[config.mk]
export PLATFORM = sky130hd
export DESIGN_NAME = stepper_speed_ramp
export DESIGN_NICKNAME = d
export VERILOG_FILES = /design/src/hw/rtl/ssr_pkg.sv /design/src/hw/rtl/stepper_speed_ramp.sv /design/src/hw/rtl/ssr_div.sv
export SDC_FILE = /design/constraint.sdc
export NUM_CORES = 1
export LEC_CHECK = 0
export BUFFER_PORTS_ARGS = -buffer_cell sky130_fd_sc_hd__buf_2
export CORE_ASPECT_RATIO = 0.8
export CORE_MARGIN = 2
export CORE_UTILIZATION = 55
export DETAILED_ROUTE_END_ITERATION = 10
export PLACE_DENSITY = 0.72
export SLEW_MARGIN = 10
export SYNTH_ARGS = -nofsm -noshare
export SYNTH_HDL_FRONTEND = slang
export SYNTH_SLANG_ARGS = --single-unit
[constraint.sdc]
create_clock -name clk -period 6.4 [get_ports clk]
set_clock_uncertainty 0.05 [all_clocks]
set_input_delay 1.28 -clock clk [delete_from_list [all_inputs] [get_ports clk]]
set_output_delay 1.28 -clock clk [all_outputs]
set_load 0.05 [all_outputs]
[src/hw/rtl/ssr_pkg.sv]
// Shared types and constants for the stepper speed ramp.
// Holds register indexes, reset values, field widths and state codes.
// No dependencies.
`timescale 1ns / 1ps

package ssr_pkg;

	localparam int FRAC_BITS_DEF = 16;

	// Field widths fixed by the interface.
	localparam int SPEED_W    = 16;
	localparam int DIVISOR_W  = 15;
	localparam int DEADBAND_W = 15;
	localparam int IDLE_W     = 8;
	localparam int CFG_IDX_W  = 8;
	localparam int CFG_DATA_W = 16;

	localparam logic [CFG_IDX_W-1:0] REG_DEADBAND   = 8'd0;
	localparam logic [CFG_IDX_W-1:0] REG_IDLE_LIMIT = 8'd1;

	localparam logic [DEADBAND_W-1:0] DEADBAND_RST   = 15'd30;
	localparam logic [IDLE_W-1:0]     IDLE_LIMIT_RST = 8'd200;

	typedef enum logic [1:0] {
		DRV_NONE    = 2'd0,
		DRV_ENABLE  = 2'd1,
		DRV_DISABLE = 2'd2
	} drv_cmd_t;

	typedef enum logic [2:0] {
		ST_IDLE = 3'b001,
		ST_DIV  = 3'b010,
		ST_FIN  = 3'b100
	} state_t;

	localparam logic OP_TICK = 1'b0;
	localparam logic OP_LOAD = 1'b1;

endpackage

[src/hw/rtl/stepper_speed_ramp.sv]
// Stepper speed ramp: a tick moves the speed by (target - speed) / remaining,
// or onto the target when no ticks remain. A tick with ticks remaining is worked
// in the serial divider, one quotient bit per cycle; a command or a final tick is not.
// One request is in work at a time; the next can be taken in the cycle after the result
// is posted, and a result held back by m_tready low stalls the block until it leaves.
// Reset clears the ramp state, enables the driver, loads deadband 30 and idle limit 200.
`timescale 1ns / 1ps

module stepper_speed_ramp
	import ssr_pkg::*;
#(
	parameter int FRAC_BITS = FRAC_BITS_DEF
) (
	input  logic                  clk,
	input  logic                  arst_n,
	input  logic                  s_tvalid,
	output logic                  s_tready,
	input  logic [31:0]           s_tdata,    // ramp_ticks[15:0], target_speed[31:16]
	input  logic                  s_tuser,    // op
	output logic                  m_tvalid,
	input  logic                  m_tready,
	// step_on[0], step_freq[16:1], direction[17], driver_cmd[19:18],
	// driver_enabled[20], zero pad[23:21]
	output logic [23:0]           m_tdata,
	input  logic                  cfg_valid,
	output logic                  cfg_ready,
	input  logic [CFG_IDX_W-1:0]  cfg_index,
	input  logic [CFG_DATA_W-1:0] cfg_data
);

	localparam int SW = SPEED_W + FRAC_BITS;
	localparam int NW = SW + 1;

	state_t state_q;

	logic signed [SW-1:0]      speed_q;
	logic signed [SPEED_W-1:0] target_q;
	logic [DIVISOR_W-1:0]      remaining_q;
	logic [IDLE_W-1:0]         idle_q;
	logic                      dir_q;
	logic                      en_q;
	logic [DEADBAND_W-1:0]     deadband_q;
	logic [IDLE_W-1:0]         idle_limit_q;
	logic                      op_q;
	logic                      neg_q;
	logic                      m_tvalid_q;
	logic [23:0]               m_tdata_q;

	logic                      in_acc;
	logic                      out_free;
	logic signed [SPEED_W-1:0] in_ramp;
	logic signed [NW-1:0]      diff;
	logic [NW-1:0]             diff_mag;
	logic                      div_start;
	logic                      div_done;
	logic [NW-1:0]             quo;
	logic [NW-1:0]             quo_s;

	logic [SPEED_W-1:0]        ifloor;
	logic                      frac_nz;
	logic signed [SPEED_W:0]   ispeed;
	logic signed [SPEED_W:0]   db_ext;
	logic                      pos_hit;
	logic                      neg_hit;
	logic [SPEED_W:0]          neg_ispeed;
	logic                      step_on;
	logic [SPEED_W-1:0]        step_freq;
	logic                      dir_nxt;
	logic [IDLE_W-1:0]         idle_nxt;
	logic                      en_nxt;
	drv_cmd_t                  cmd_nxt;

	assign in_acc    = s_tvalid && s_tready;
	assign s_tready  = (state_q == ST_IDLE);
	assign cfg_ready = 1'b1;
	assign out_free  = !m_tvalid_q || m_tready;
	assign in_ramp   = s_tdata[15:0];

	// Distance to the target in full precision, one bit wider than the speed.
	assign diff     = {target_q[SPEED_W-1], target_q, {FRAC_BITS{1'b0}}}
	                - {speed_q[SW-1], speed_q};
	assign diff_mag = diff[NW-1] ? NW'(-diff) : NW'(diff);

	assign div_start = in_acc && (s_tuser == OP_TICK) && (remaining_q != '0);

	ssr_div #(
		.NUM_W(NW)
	) u_div (
		.clk      (clk),
		.arst_n   (arst_n),
		.start    (div_start),
		.dividend (diff_mag),
		.divisor  (remaining_q),
		.done     (div_done),
		.quotient (quo)
	);

	assign quo_s = neg_q ? NW'(-quo) : quo;

	// Integer speed truncated toward zero: a negative value with a nonzero
	// fraction rounds up by one from the arithmetic shift.
	assign ifloor     = speed_q[SW-1:FRAC_BITS];
	assign frac_nz    = |speed_q[FRAC_BITS-1:0];
	assign ispeed     = {ifloor[SPEED_W-1], ifloor}
	                  + {{SPEED_W{1'b0}}, speed_q[SW-1] & frac_nz};
	assign db_ext     = {2'b00, deadband_q};
	assign pos_hit    = ispeed > db_ext;
	assign neg_hit    = ispeed < -db_ext;
	assign neg_ispeed = -ispeed;
	assign step_on    = pos_hit || neg_hit;
	assign step_freq  = pos_hit ? ispeed[SPEED_W-1:0]
	                  : (neg_hit ? neg_ispeed[SPEED_W-1:0] : '0);
	assign dir_nxt    = pos_hit ? 1'b0 : (neg_hit ? 1'b1 : dir_q);

	always_comb begin
		idle_nxt = idle_q;
		en_nxt   = en_q;
		cmd_nxt  = DRV_NONE;
		if (op_q == OP_TICK) begin
			if (speed_q == '0) begin
				if (idle_q >= idle_limit_q) begin
					en_nxt  = 1'b0;
					cmd_nxt = DRV_DISABLE;
				end else begin
					idle_nxt = idle_q + 1'b1;
				end
			end else begin
				idle_nxt = '0;
				en_nxt   = 1'b1;
				cmd_nxt  = DRV_ENABLE;
			end
		end
	end

	always_ff @(posedge clk or negedge arst_n) begin
		if (!arst_n) begin
			state_q      <= ST_IDLE;
			speed_q      <= '0;
			target_q     <= '0;
			remaining_q  <= '0;
			idle_q       <= '0;
			dir_q        <= 1'b0;
			en_q         <= 1'b1;
			deadband_q   <= DEADBAND_RST;
			idle_limit_q <= IDLE_LIMIT_RST;
			m_tvalid_q   <= 1'b0;
		end else begin
			if (cfg_valid && cfg_ready) begin
				unique case (cfg_index)
					REG_DEADBAND: begin
						deadband_q <= cfg_data[DEADBAND_W-1:0];
					end
					REG_IDLE_LIMIT: begin
						idle_limit_q <= cfg_data[IDLE_W-1:0];
					end
					default: begin
					end
				endcase
			end

			// A new result may replace one that leaves in the same cycle.
			if ((state_q == ST_FIN) && out_free) begin
				m_tvalid_q <= 1'b1;
			end else if (m_tready) begin
				m_tvalid_q <= 1'b0;
			end

			unique case (state_q)
				ST_IDLE: begin
					if (in_acc) begin
						if (s_tuser == OP_LOAD) begin
							target_q    <= s_tdata[31:16];
							remaining_q <= in_ramp[SPEED_W-1] ? '0
							                                  : in_ramp[DIVISOR_W-1:0];
							state_q     <= ST_FIN;
						end else if (remaining_q == '0) begin
							speed_q <= {target_q, {FRAC_BITS{1'b0}}};
							state_q <= ST_FIN;
						end else begin
							remaining_q <= remaining_q - 1'b1;
							state_q     <= ST_DIV;
						end
					end
				end
				ST_DIV: begin
					if (div_done) begin
						speed_q <= speed_q + quo_s[SW-1:0];
						state_q <= ST_FIN;
					end
				end
				ST_FIN: begin
					if (out_free) begin
						idle_q  <= idle_nxt;
						en_q    <= en_nxt;
						dir_q   <= dir_nxt;
						state_q <= ST_IDLE;
					end
				end
				default: begin
					state_q <= ST_IDLE;
				end
			endcase
		end
	end

	always_ff @(posedge clk) begin
		if (in_acc) begin
			op_q  <= s_tuser;
			neg_q <= diff[NW-1];
		end
		if ((state_q == ST_FIN) && out_free) begin
			m_tdata_q <= {3'b000, en_nxt, cmd_nxt, dir_nxt, step_freq, step_on};
		end
	end

	assign m_tvalid = m_tvalid_q;
	assign m_tdata  = m_tdata_q;

endmodule

[src/hw/rtl/ssr_div.sv]
// Serial restoring divider for the ramp step, one quotient bit per cycle.
// Unsigned dividend of NUM_W bits by a DIVISOR_W-bit divisor; uses ssr_pkg.
`timescale 1ns / 1ps

module ssr_div
	import ssr_pkg::*;
#(
	parameter int NUM_W = 33
) (
	input  logic                 clk,
	input  logic                 arst_n,
	input  logic                 start,
	input  logic [NUM_W-1:0]     dividend,
	input  logic [DIVISOR_W-1:0] divisor,
	output logic                 done,
	output logic [NUM_W-1:0]     quotient
);

	localparam int CNT_W = $clog2(NUM_W);
	localparam logic [CNT_W-1:0] LAST = CNT_W'(NUM_W - 1);

	logic                 busy_q;
	logic                 done_q;
	logic [CNT_W-1:0]     cnt_q;
	logic [DIVISOR_W-1:0] rem_q;
	logic [DIVISOR_W-1:0] dvs_q;
	logic [NUM_W-1:0]     quo_q;

	logic [DIVISOR_W:0] shifted;
	logic [DIVISOR_W:0] diff;
	logic               ge;

	// Bring down the next dividend bit and try one subtraction.
	assign shifted = {rem_q, quo_q[NUM_W-1]};
	assign ge      = shifted >= {1'b0, dvs_q};
	assign diff    = shifted - {1'b0, dvs_q};

	always_ff @(posedge clk or negedge arst_n) begin
		if (!arst_n) begin
			busy_q <= 1'b0;
			done_q <= 1'b0;
			cnt_q  <= '0;
		end else begin
			done_q <= 1'b0;
			if (start) begin
				busy_q <= 1'b1;
				cnt_q  <= '0;
			end else if (busy_q) begin
				if (cnt_q == LAST) begin
					busy_q <= 1'b0;
					done_q <= 1'b1;
				end
				cnt_q <= cnt_q + 1'b1;
			end
		end
	end

	always_ff @(posedge clk) begin
		if (start) begin
			rem_q <= '0;
			dvs_q <= divisor;
			quo_q <= dividend;
		end else if (busy_q) begin
			rem_q <= ge ? diff[DIVISOR_W-1:0] : shifted[DIVISOR_W-1:0];
			quo_q <= {quo_q[NUM_W-2:0], ge};
		end
	end

	assign done     = done_q;
	assign quotient = quo_q;

endmodule

* After elaboration in Yosys (flattened, before gate mapping)
Index checks and enable logic that the tools add are counted.
** Storage, ports and cells
- Output and inout port bits :: 27
- Bits in latches :: 0
- Bits of input ports :: 62
- Logic and storage cells :: 116
- Register bits :: 194
- Memory bits (writable) :: 0
- Memories :: 0
- Bits in read-only memories :: 0
** Cells by class
- Shifts and indexed selects :: 0
- Divide/modulo/power cells :: 0
- Add/sub/neg operators :: 11
- Bitwise gates (word level) :: 4
- Order comparisons :: 4
- Muxes and demuxes :: 40
- Equal/unequal tests :: 12
- Multiply operators :: 0
- Reduce and logical (&&, ||, !) cells :: 24
** Operators by type and width (number)
- 32-bit two-way mux :: 5
- 33-bit two-way mux :: 3
- 32-bit case mux with 2 select lines :: 1
- 15-bit two-way mux :: 4
- 33-bit negation :: 1
- 32-bit by 32-bit subtractor with 33-bit output :: 1
- 32-bit adder :: 1
- 32-bit zero test :: 1
- 16-bit two-way mux :: 2
- 32-bit negation :: 1
- 16-bit by 2-bit adder with 17-bit output :: 1
- 17-bit by 16-bit greater-than comparator with 1-bit output :: 1
- 17-bit less-than comparator :: 1
- 15-bit negation with 17-bit output :: 1
- 16-bit by 15-bit greater-or-equal comparator with 1-bit output :: 1
- 8-bit two-way mux :: 2
- 16-bit negation :: 1
- 16-bit OR reduction :: 1
- 15-bit zero test :: 1
- 3-bit two-way mux :: 5
- 15-bit nonzero test :: 1
- 15-bit by 1-bit subtractor with 15-bit output, second input constant :: 1
- 15-bit subtractor :: 1
- 1-bit two-way mux :: 14
- 25 further kinds :: 43

* Logic depth before layout (Yosys ltp)
Gate-level depths: netlist of run 1.
- Depth after elaboration :: 6
- Depth in mapped cells :: 22
- Gate-level depth less buffers :: 21

* By module
Synthesis of run 1 repeated with hierarchy kept, for this count alone.
** Unflattened totals
- Cells, all modules :: 1763
- Area total of the unflattened synthesis :: 15867.7 um2
** Modules (own cells, without submodules)
- stepper_speed_ramp :: instances 1, sequential area each 3204.3 um2, cells an instance 1440, area an instance 12134.1 um2
- ssr_div :: instances 1, sequential area each 1941.9 um2, cells an instance 323, area an instance 3733.6 um2

* Least setup slack after synthesis of run 1
OpenSTA, ideal clock, no wires.
- Path type :: reg-to-reg
- From :: reg speed_q[1]
- To :: reg m_tdata_q[11], in the netlist m_tdata[11], data pin
- Cell stages (with the launch flop) :: 22
- Library setup time :: 0.276 ns
- Data arrival time :: 4.537 ns
- Buffers on the path :: 1
- Slack :: 1.537 ns
- Path through :: dfrtp_1 > inv_1 > ha_1 > nor4b_4 > nand4_1 > or3_1 > and2_1 > ha_1 > and3_1 > and3_1 > nand2_1 > xnor2_1 > inv_1 > ha_1 > nand3_1 > nor3_1 > nand4b_1 > a22o_1 > a31oi_2 > nand2b_1 > buf_2 > o22ai_1
** On the way
- Longest elaborated chain between the ends :: 6
** RTL lines
- start: declaration :: RTL line stepper_speed_ramp.sv:36 : logic signed [SW-1:0] speed_q;
- start signal: assignment :: RTL line stepper_speed_ramp.sv:177 : speed_q <= {target_q, {FRAC_BITS{1'b0}}};
- start signal: assignment :: RTL line stepper_speed_ramp.sv:187 : speed_q <= speed_q + quo_s[SW-1:0];
- 16-bit OR reduction * :: RTL line stepper_speed_ramp.sv:103 : assign frac_nz = |speed_q[FRAC_BITS-1:0];
- 1-bit AND * :: RTL line stepper_speed_ramp.sv:105 : + {{SPEED_W{1'b0}}, speed_q[SW-1] & frac_nz};
- 16-bit by 2-bit adder with 17-bit output * :: RTL line stepper_speed_ramp.sv:105
- 16-bit negation / 17-bit less-than comparator (equally long branches) :: RTL line stepper_speed_ramp.sv:109, stepper_speed_ramp.sv:108
- 16-bit two-way mux :: RTL line stepper_speed_ramp.sv:112 : : (neg_hit ? neg_ispeed[SPEED_W-1:0] : '0);
- 16-bit two-way mux * :: RTL line stepper_speed_ramp.sv:111 : assign step_freq = pos_hit ? ispeed[SPEED_W-1:0]
- named net step_freq[10] :: RTL line stepper_speed_ramp.sv:67 : logic [SPEED_W-1:0] step_freq;
- end signal: assignment :: RTL line stepper_speed_ramp.sv:212 : m_tdata_q <= {3'b000, en_nxt, cmd_nxt, dir_nxt, step_freq, step_on};
- end: declaration :: RTL line stepper_speed_ramp.sv:47 : logic [23:0] m_tdata_q;
The timed path passes the listed nets; every way through them passes the cells marked *.
A chain may end at the register's enable or synchronous reset.

* Worst setup path after layout of run 1
- From :: reg speed_q[1]
- To :: reg m_tdata_q[16], in the netlist m_tdata[16], data pin
Same word-level chain as after synthesis.

==> results of run 1 <==
cell families after synthesis:
family / count (synthesis) / synth area share
buf+inv: 174 / 0.0479
xor+xnor: 159 / 0.0942
simple gates: 580 / 0.198
fa+ha+maj: 104 / 0.0878
other cells: 2 / 0.000505
mux: 45 / 0.0328
compound gates: 458 / 0.193
flops: 194 / 0.346
cell type report:
type / instances / area (sq um)
well taps: 357 / 447
repair buffers: 100 / 546
inverters: 106 / 398
flip-flops and latches: 194 / 5150
clock inverters: 15 / 184
fillers: 2343 / 10200
clock buffers: 17 / 425
multi-input cells: 1350 / 9040
cells in the final DEF (no fill, tap or decap), drive strengths merged, types with 22 or more instances in the layout:
cell type / instances
and3: 28
nand4: 22
or3: 33
edfxtp: 71
nor3: 43
nand3: 49
nand2: 164
ha: 98
o21ai: 138
nand2b: 28
dfrtp: 99
xor2: 40
mux2: 30
inv: 113
a21o: 30
nor2: 119
nor4: 25
a21oi: 124
xnor2: 119
buf: 100
state kept, by name (all words and copies together), names as in the netlist, 3 cells and up:
name and flops:
state_q 3, u_div.cnt_q 6, speed_q 32, idle_q 8, u_div.quotient 33, deadband_q 15
u_div.dvs_q 15, remaining_q 15, m_tdata 21, idle_limit_q 8, u_div.rem_q 15, target_q 16
synth_stat cells, types with 40 or more instances:
cell / count
sky130_fd_sc_hd__nor2_1: 119
sky130_fd_sc_hd__edfxtp_1: 71
sky130_fd_sc_hd__ha_1: 98
sky130_fd_sc_hd__o21ai_0: 132
sky130_fd_sc_hd__dfrtp_1: 99
sky130_fd_sc_hd__a21oi_1: 124
sky130_fd_sc_hd__nor3_1: 40
sky130_fd_sc_hd__clkbuf_1: 40
sky130_fd_sc_hd__xnor2_1: 118
sky130_fd_sc_hd__nand3_1: 48
sky130_fd_sc_hd__inv_1: 104
sky130_fd_sc_hd__xor2_1: 40
sky130_fd_sc_hd__nand2_1: 164
power groups by stage:
stage                     sequential [mW]  clock [mW]  combinational [mW]
after floorplan                      2.06           0                3.42
after global placement               2.13           0                4.17
after detailed placement             2.15           0                4.26
after CTS                            2.13        1.14                4.32
after global routing                 2.20        1.19                4.87
final                                2.14        1.12                4.37
worst max path at each step:
| stage | start | slack (ns) | endpoint |
|---|---|---|---|
| detailed placement | speed_q[1] | 0.49 | m_tdata[16] |
| global route | speed_q[0] | 0.01 | m_tdata[15] |
| floorplan | speed_q[1] | 1.54 | m_tdata[11] |
| finish | speed_q[1] | 0.35 | m_tdata[16] |
| global placement | speed_q[0] | 0.60 | m_tdata[16] |
| CTS | speed_q[1] | 0.44 | m_tdata[16] |
critical path, stage by stage (launching register included):
cell and delay, ns:
sky130_fd_sc_hd__dfrtp_1 0.45, sky130_fd_sc_hd__inv_1 0.18, sky130_fd_sc_hd__ha_1 0.23, sky130_fd_sc_hd__nor4b_4 0.40, sky130_fd_sc_hd__nand4_1 0.32, sky130_fd_sc_hd__or3_1 0.51
sky130_fd_sc_hd__and2_1 0.24, sky130_fd_sc_hd__ha_1 0.20, sky130_fd_sc_hd__and3_1 0.23, sky130_fd_sc_hd__xnor2_1 0.45, sky130_fd_sc_hd__inv_1 0.15, sky130_fd_sc_hd__ha_1 0.31
sky130_fd_sc_hd__inv_1 0.03, sky130_fd_sc_hd__o311a_1 0.35, sky130_fd_sc_hd__nor4b_1 0.34, sky130_fd_sc_hd__o221ai_1 0.21, sky130_fd_sc_hd__a221oi_1 0.36, sky130_fd_sc_hd__a221oi_2 0.12
sky130_fd_sc_hd__buf_4 0.22, sky130_fd_sc_hd__and3_1 0.16, sky130_fd_sc_hd__a221o_1 0.28
layer usage:
metal  up-vias  global-route usage  wire [um]
li1       6311                   -          -
met1      6079               0.403      18700
met2       415               0.414      16000
met3        49              0.0577       2660
met4         0              0.0736        675
met5         -                   0          0
==> flow_metrics.py, run 1 <==
metrics = {
    "global_route": {
        "global_route_wire_length_before_repair_um": 62100,
        "global_route.overflow_total": 0,
        "number_of_global_route_vias_before_repair": 11800,
        "antenna_found_initial": 0,
        "largest_net_degree_at_the_start_of_global_routing": 56,
        "globalRouteTotalUtil": 0.275,
    },
    "placement": {
        "placed_cell_area_sq_mm": 0.0156,
        "gp_congestion": 0.927,
        "placed_cells": 2107,
        "hpwlAfterDp_um": 28300,
        "dp_slack_ns": 0.486,
        "io_buffer_count": 83,
    },
    "power": {
        "p_total_mw": 7.64,
        "power_density_mw_per_mm2": 472,
        "power.share.sequential": 0.281,
        "total_switching_power_mw": 3.48,
        "ir_drop_mv": 0.282,
        "leakagePower_nw": 6.83,
        "share_comb_of_total_power": 0.572,
        "netSwitchingFraction": 0.455,
        "clock_power_share": 0.147,
        "power_report.internal_total_mw": 4.16,
    },
    "floorplanning": {
        "pin_count": 89,
        "start_util": 0.563,
        "row_count": 53,
        "std_cell_core_area_sq_mm": 0.0264,
        "floorplan.die.height_um": 151,
        "dieWidth_um": 188,
        "die_area_sq_mm": 0.0284,
    },
    "route": {
        "total_iterations_of_the_first_detailed_routing_run": 5,
        "average_detailed_routed_wire_length_per_instance_um": 17.8,
        "violation_count_after_the_first_detailed_route_iteration": 1082,
        "num_vias": 12900,
        "finalWirelength_um": 38000,
        "drc": 0,
        "antenna_violating_nets_post_route": 0,
        "post_drt_via_cell_ratio": 6.01,
    },
    "timing": {
        "setup_viol": 0,
        "postLayoutSetupSlackWorst_ns": 0.351,
        "ratio_of_final_minimum_period_to_clock_period": 0.945,
        "finalHoldViolCount": 0,
        "aggregate_negative_setup_slack_ns": 0,
        "worst_slew_pin_slew_ns": 1.08,
        "final_period_minus_worst_setup_slack_ns": 6.05,
        "final-max-slew-violation-count": 0,
        "hold_slack_ns": 0.435,
        "maxSlewHeadroom": 0.262,
        "highest_clock_rate_mhz": 165,
        "setup_repair_after_global_routing_missed_its_margin": "false",
    },
    "clock_network": {
        "clkSinkCount": 194,
        "ctsHtreeMaxLevel": 4,
        "cts_resized": 0,
        "cts_max_path_buffers": 2,
        "clk_root_buffer_cell": "sky130_fd_sc_hd__clkbuf_16",
        "tritoncts.num_buffers": 17,
        "cts_tree": "built",
        "postCtsSetupRepairBufs": 0,
        "insertion_delay_ns": 0.45,
        "cts-hold-fix-buffers": 0,
        "clk_pin_slew_worst_paths_ns": 0.08,
    },
    "worst_setup_path": {
        "timing.setup.critical_path_class": "flop to flop",
        "regToRegStartpoint": "speed_q[1]",
        "worst_setup_path_start_kind": "flop",
        "crit-reg2reg-capture": "m_tdata[16]",
        "critical_path_required_ns": 6.55,
        "arrival_time_of_the_worst_setup_path_ns": 6.19,
        "rrSetupSlack_ns": 0.35,
        "critPathMaxFanout": 19,
        "worst_reg2reg_path_depth": 20,
        "end_kind": "flop",
    },
    "layout": {
        "finalInstanceArea_sq_mm": 0.0162,
        "drive_above_1_share": 0.118,
        "layoutNonFillerInstCount": 2139,
        "area.growth.synth_to_final_pct": 8.86,
        "layout.core_utilization": 0.613,
        "number_of_nets_in_the_final_layout": 1931,
        "antenna_cells": 0,
    },
    "logic_synthesis": {
        "syn_avg_cell_area_sq_um": 8.67,
        "synth_enable_flop_cells": 71,
        "synth_largest_area_cell": "sky130_fd_sc_hd__dfrtp_1",
        "top_post_synthesis_cells_by_area": "sky130_fd_sc_hd__dfrtp_1, sky130_fd_sc_hd__edfxtp_1, sky130_fd_sc_hd__ha_1, sky130_fd_sc_hd__xnor2_1, sky130_fd_sc_hd__o21ai_0",
        "synth_async_sr_flop_share": 0.557,
        "synth.yosys.seq_area_share": 0.346,
        "synth_top_area_frac": 0.167,
        "synth.lib_cells_used.distinct": 93,
        "yosys_most_used_dff": "sky130_fd_sc_hd__dfrtp_1",
        "syn_inst": 1716,
        "synth-warning-count": 0,
        "syn-cell-area_sq_mm": 0.0149,
        "synth_seq_cells": 194,
    },
    "worst_hold_path": {
        "timing.hold.worst.start": "u_div.rem_q[14]",
        "sink_of_the_worst_hold_path": "u_div.rem_q[14]",
        "min_delay_path_depth": 2,
        "hold_path.class": "flop to flop",
    },
    "status": {
        "outcome": "finished, final reports clean",
    },
    "flow_run": {
        "timing.max_cap.violations": 0,
    },
}
(Power assumes the default switching activity.)
==> inputs of run 2 (changes only) <==
--- a/config.mk
+++ b/config.mk
@@ -12,4 +12,5 @@
 export DETAILED_ROUTE_END_ITERATION = 10
 export PLACE_DENSITY = 0.72
+export SETUP_SLACK_MARGIN = 0.4
 export SLEW_MARGIN = 10
 export SYNTH_ARGS = -nofsm -noshare
==> constraint.sdc (replaced) <==
create_clock -name clk -period 6.4 [get_ports clk]
set_clock_uncertainty 0.05 [all_clocks]
set_input_delay 0.96 -clock clk [delete_from_list [all_inputs] [get_ports clk]]
set_output_delay 0.96 -clock clk [all_outputs]
set_load 0.05 [all_outputs]
==> run 2 against run 1 <==
Against the previous run: maximum frequency is 4.3% higher; non-clock buffer count is 1 higher; die area stayed put; core utilization hardly changed.
==> flow_metrics.py, run 2 (synthesis gave the netlist of run 1 again) <==
metrics = {
    "timing": {
        "final-max-slew-violation-count": 0,
        "highest_clock_rate_mhz": 172,
        "worst_slew_pin_slew_ns": 1.22,
        "final_period_minus_worst_setup_slack_ns": 5.80,
        "aggregate_negative_setup_slack_ns": 0,
        "setup_repair_after_global_routing_missed_its_margin": "false",
        "ratio_of_final_minimum_period_to_clock_period": 0.906,
        "maxSlewHeadroom": 0.187,
        "hold_slack_ns": 0.442,
        "finalHoldViolCount": 0,
        "setup_viol": 0,
    },
    "flow_run": {
        "timing.max_cap.violations": 0,
    },
    "power": {
        "power_density_mw_per_mm2": 467,
        "ir_drop_mv": 0.251,
        "leakagePower_nw": 6.83,
    },
    "clock_network": {
        "cts_max_path_buffers": 2,
        "cts_tree": "built",
        "insertion_delay_ns": 0.45,
        "clkSinkCount": 194,
        "cts-hold-fix-buffers": 0,
        "clk_root_buffer_cell": "sky130_fd_sc_hd__clkbuf_16",
        "tritoncts.num_buffers": 17,
        "ctsHtreeMaxLevel": 4,
        "clk_pin_slew_worst_paths_ns": 0.08,
    },
    "worst_setup_path": {
        "crit-reg2reg-capture": "m_tdata[14]",
        "critical_path_required_ns": 6.64,
        "worst_reg2reg_path_depth": 19,
        "critPathMaxFanout": 19,
        "regToRegStartpoint": "speed_q[0]",
        "timing.setup.critical_path_class": "flop to flop",
        "end_kind": "flop",
        "worst_setup_path_start_kind": "flop",
        "arrival_time_of_the_worst_setup_path_ns": 6.04,
        "rrSetupSlack_ns": 0.60,
    },
    "placement": {
        "gp_congestion": 0.939,
        "io_buffer_count": 83,
        "hpwlAfterDp_um": 28100,
    },
    "global_route": {
        "number_of_global_route_vias_before_repair": 11700,
        "antenna_found_initial": 0,
        "globalRouteTotalUtil": 0.271,
        "global_route.overflow_total": 0,
        "global_route_wire_length_before_repair_um": 61800,
        "largest_net_degree_at_the_start_of_global_routing": 58,
    },
    "floorplanning": {
        "start_util": 0.563,
        "dieWidth_um": 188,
        "row_count": 53,
        "std_cell_core_area_sq_mm": 0.0264,
        "floorplan.die.height_um": 151,
        "die_area_sq_mm": 0.0284,
        "pin_count": 89,
    },
    "layout": {
        "leading_cell_type_in_the_layout_fill_and_taps_excluded": "sky130_fd_sc_hd__nand2_1",
        "antenna_cells": 0,
        "nFillCells": 2353,
        "number_of_nets_in_the_final_layout": 1932,
        "layout.core_utilization": 0.613,
        "largest_register_ff_count": 33,
        "multiInputGateArea_sq_mm": 0.00908,
        "area.growth.synth_to_final_pct": 8.89,
        "regArea_sq_mm": 0.00515,
        "drive_above_1_share": 0.119,
        "layout.cells.most_common_list": "sky130_fd_sc_hd__nand2_1, sky130_fd_sc_hd__o21ai_0, sky130_fd_sc_hd__a21oi_1",
    },
    "route": {
        "violation_count_after_the_first_detailed_route_iteration": 1120,
        "num_vias": 12800,
        "post_drt_via_cell_ratio": 5.99,
        "average_detailed_routed_wire_length_per_instance_um": 17.7,
        "drc": 0,
        "finalWirelength_um": 37800,
        "antenna_violating_nets_post_route": 0,
        "total_iterations_of_the_first_detailed_routing_run": 5,
    },
    "worst_hold_path": {
        "min_delay_path_depth": 2,
        "timing.hold.worst.start": "u_div.rem_q[14]",
        "hold_path.class": "flop to flop",
        "sink_of_the_worst_hold_path": "u_div.rem_q[14]",
    },
    "status": {
        "outcome": "finished, final reports clean",
    },
}
run 2: changes by cell type in the layout (fill, tap and decap cells not counted), sizes merged:
cell    delta
inv        -1
clkbuf     +2
buf        +1
bufinv     -1
run 2: cell type report:
class,count,area share
Tap cell,357,0.0276
Multi-Input combinational cell,1350,0.561
Clock inverter,13,0.00703
Timing Repair Buffer,101,0.0342
Inverter,106,0.0246
Sequential cell,194,0.318
Clock buffer,19,0.0281
run 2: stage by stage:
step	cells	worst slack [ns]	cell area [sq um]	power [mW]
finish	2140	0.603	16200	7.57
global route	2140	0.365	16200	8.19
CTS	2137	0.437	16100	7.51
detailed placement	2105	0.467	15600	6.42
global placement	2105	0.607	15600	6.31
floorplan	1718	1.54	14900	5.48
run 2: metal layers:
metal  part of all wire  routed length, um  up-vias  global-route usage
met4             0.0099                374        0              0.0531
met1               0.50              18800     6061               0.411
met3              0.065               2470       32              0.0473
met2               0.43              16200      415               0.406
li1                   -                  -     6319                   -
met5                  0                  0        -                   0
run 2: repair_timing:
| item | 4_1_cts | 5_1_grt |
|---|---|---|
| buffers inserted | 0 | 3 |
| hold endpoints to repair | 0 | 0 |
| endpoints found under the setup margin | 0 | 19 |
| gates resized for setup | 0 | 5 |
run 2: critical path, cell delays in order, from the launching register on:
cell and delay, ns:
sky130_fd_sc_hd__dfrtp_1 0.48, sky130_fd_sc_hd__inv_1 0.15, sky130_fd_sc_hd__ha_1 0.22, sky130_fd_sc_hd__nor4b_4 0.31
sky130_fd_sc_hd__nand4_1 0.23, sky130_fd_sc_hd__or3_1 0.46, sky130_fd_sc_hd__and2_1 0.22, sky130_fd_sc_hd__ha_1 0.20
sky130_fd_sc_hd__and3_1 0.24, sky130_fd_sc_hd__and3_1 0.21, sky130_fd_sc_hd__xnor2_1 0.49, sky130_fd_sc_hd__inv_1 0.16
sky130_fd_sc_hd__ha_1 0.31, sky130_fd_sc_hd__nand4_1 0.08, sky130_fd_sc_hd__or4_1 0.57, sky130_fd_sc_hd__o21ai_0 0.47
sky130_fd_sc_hd__a31oi_4 0.19, sky130_fd_sc_hd__nand2b_1 0.26, sky130_fd_sc_hd__buf_4 0.18, sky130_fd_sc_hd__o22ai_1 0.17
run 2: how the worst max path moves through the flow:
stage	to	slack (ns)	from
2_1_floorplan	m_tdata[11]	1.54	speed_q[1]
3_3_place_gp	m_tdata[15]	0.61	speed_q[0]
3_5_place_dp	m_tdata[15]	0.47	speed_q[0]
4_1_cts	m_tdata[15]	0.44	speed_q[0]
6_report	m_tdata[14]	0.60	speed_q[0]
5_1_grt	m_tdata[8]	0.37	speed_q[0]
run 2: report_power, final:
part	switching, mW	internal (mW)	total (mW)
logic	2.49	1.86	4.35
registers	0.416	1.74	2.15
clock network	0.525	0.535	1.06
==> inputs of run 3 (changes only) <==
CORE_UTILIZATION = 63   (was 55)
PLACE_DENSITY = 0.81   (was 0.72)
==> run 3 against run 2 <==
Against the previous run: sequential share of layout area barely moved; routed wire length rose by 1.9%; hold slack improved by 0.0028 ns; first-iteration DRC count rose by 25%; worst setup slack improved by 0.049 ns; via count rose by 3.3%; non-clock buffer count did not move; flip-flop and latch count did not move; critical endpoint is now m_tdata[16].
==> flow_metrics.py, run 3 (synthesis gave the netlist of run 1 again) <==
metrics = {
    "timing": {
        "highest_clock_rate_mhz": 174,
        "setup_viol": 0,
        "final-max-slew-violation-count": 0,
        "ratio_of_final_minimum_period_to_clock_period": 0.898,
        "setup_repair_after_global_routing_missed_its_margin": "false",
        "final_period_minus_worst_setup_slack_ns": 5.75,
        "maxSlewHeadroom": 0.135,
        "hold_slack_ns": 0.444,
        "worst_slew_pin_slew_ns": 1.26,
        "aggregate_negative_setup_slack_ns": 0,
        "finalHoldViolCount": 0,
    },
    "layout": {
        "leading_cell_type_in_the_layout_fill_and_taps_excluded": "sky130_fd_sc_hd__nand2_1",
        "layout.core_utilization": 0.695,
        "largest_register_ff_count": 33,
        "area.growth.synth_to_final_pct": 8.82,
        "nFillCells": 1860,
        "drive_above_1_share": 0.121,
        "multiInputGateArea_sq_mm": 0.00908,
        "regArea_sq_mm": 0.00515,
        "number_of_nets_in_the_final_layout": 1932,
        "layout.cells.most_common_list": "sky130_fd_sc_hd__nand2_1, sky130_fd_sc_hd__o21ai_0, sky130_fd_sc_hd__a21oi_1",
        "antenna_cells": 0,
    },
    "worst_setup_path": {
        "arrival_time_of_the_worst_setup_path_ns": 5.90,
        "crit-reg2reg-capture": "m_tdata[16]",
        "regToRegStartpoint": "speed_q[0]",
        "cp_top_family": "simple AND/OR/NAND/NOR gates",
        "end_kind": "flop",
        "critPathMaxFanout": 19,
        "critical_path.cell_chain": "inv_1, ha_1, nor4b_4, nand4_1, or3_4, and2_1, ha_1, and3_1, and3_1, nand3_1, xnor2_1, inv_1, ha_1, nand3_1, nor4b_1, o221ai_1, a221oi_1, a221oi_2, buf_4, and3_1, a221o_1",
        "worst_reg2reg_path_depth": 21,
        "critPathMaxStageDelay_ns": 0.49,
        "critical_path_required_ns": 6.55,
        "worstPathBufferInverterCount": 3,
        "critical-path-slowest-cell": "sky130_fd_sc_hd__dfrtp_1",
        "timing.setup.critical_path_class": "flop to flop",
        "rrSetupSlack_ns": 0.65,
        "worst_setup_path_start_kind": "flop",
    },
    "clock_network": {
        "insertion_delay_ns": 0.46,
        "cts_max_path_buffers": 2,
        "cts_tree": "built",
        "cts-hold-fix-buffers": 0,
        "ctsHtreeMaxLevel": 4,
        "clk_pin_slew_worst_paths_ns": 0.08,
        "clkSinkCount": 194,
        "clk_root_buffer_cell": "sky130_fd_sc_hd__clkbuf_16",
        "tritoncts.num_buffers": 17,
    },
    "global_route": {
        "largest_net_degree_at_the_start_of_global_routing": 58,
        "antenna_found_initial": 0,
        "global_route_wire_length_before_repair_um": 62400,
        "global_route.overflow_total": 0,
        "number_of_global_route_vias_before_repair": 12200,
        "globalRouteTotalUtil": 0.313,
    },
    "route": {
        "finalWirelength_um": 38500,
        "average_detailed_routed_wire_length_per_instance_um": 18.4,
        "antenna_violating_nets_post_route": 0,
        "drc": 0,
        "num_vias": 13300,
        "total_iterations_of_the_first_detailed_routing_run": 5,
        "post_drt_via_cell_ratio": 6.33,
        "violation_count_after_the_first_detailed_route_iteration": 1404,
    },
    "placement": {
        "io_buffer_count": 83,
        "hpwlAfterDp_um": 28200,
        "gp_congestion": 0.946,
    },
    "floorplanning": {
        "die_area_sq_mm": 0.0249,
        "row_count": 50,
        "std_cell_core_area_sq_mm": 0.0233,
        "start_util": 0.639,
        "pin_count": 89,
        "floorplan.die.height_um": 141,
        "dieWidth_um": 176,
    },
    "worst_hold_path": {
        "hold_path.class": "flop to flop",
        "timing.hold.worst.start": "u_div.done",
        "min_delay_path_depth": 1,
        "sink_of_the_worst_hold_path": "state_q[1]",
    },
    "power": {
        "leakagePower_nw": 6.86,
        "power_density_mw_per_mm2": 475,
        "p_total_mw": 7.68,
        "ir_drop_mv": 0.290,
    },
    "flow_run": {
        "timing.max_cap.violations": 0,
    },
    "status": {
        "outcome": "finished, final reports clean",
    },
}
-- run 3: worst max-delay path by stage --
| stage | start | slack, ns | end | cells after the start |
|---|---|---|---|---|
| 6_report | speed_q[0] | 0.65 | m_tdata[16] | 21 |
| 2_1_floorplan | speed_q[1] | 1.54 | m_tdata[11] | 21 |
| 3_3_place_gp | speed_q[0] | 0.65 | m_tdata[15] | 20 |
| 4_1_cts | speed_q[1] | 0.42 | m_tdata[12] | 20 |
| 3_5_place_dp | speed_q[1] | 0.47 | m_tdata[12] | 20 |
| 5_1_grt | speed_q[0] | 0.42 | m_tdata[12] | 22 |
-- run 3: cell type report --
type,count,area share
Inverter,106,0.0246
Sequential cell,194,0.318
Clock buffer,17,0.0263
Clock inverter,15,0.0113
Tap cell,312,0.0241
Timing Repair Buffer,101,0.0342
Multi-Input combinational cell,1350,0.561
-- run 3: per-layer routing --
metal / GRT usage / routed length, um
met1: 0.470 / 18100
met5: 0 / 0
met4: 0.0861 / 702
met3: 0.0552 / 2950
met2: 0.465 / 16700
-- run 3: timing repair --
| item | in CTS | in global routing |
|---|---|---|
| endpoints found under the setup margin | 0 | 18 |
| buffers inserted | 0 | 2 |
| gates resized for setup | 0 | 6 |
-- run 3: power breakdown --
group | leakage (nW) | switching (mW) | internal [mW]
clock | 0.299 | 0.561 | 0.567
combinational | 4.49 | 2.54 | 1.86
sequential | 2.08 | 0.416 | 1.74
-- run 3: worst register-to-register path: cells and delay by family, from the launching register on --
family,cells,cell delay (ns)
simple gates,10,2.47
xor+xnor,1,0.24
buf+inv,3,0.52
compound gates,4,0.96
fa+ha+maj,3,0.75
flops,1,0.49
-- run 3: per-stage QoR --
| stage | cells | area, sq um | worst slack [ns] |
|---|---|---|---|
| final | 2095 | 16200 | 0.652 |
| after floorplan | 1718 | 14900 | 1.54 |
| after global placement | 2061 | 15500 | 0.648 |
| after detailed placement | 2061 | 15500 | 0.472 |
| after CTS | 2093 | 16100 | 0.425 |
| after global routing | 2095 | 16200 | 0.418 |
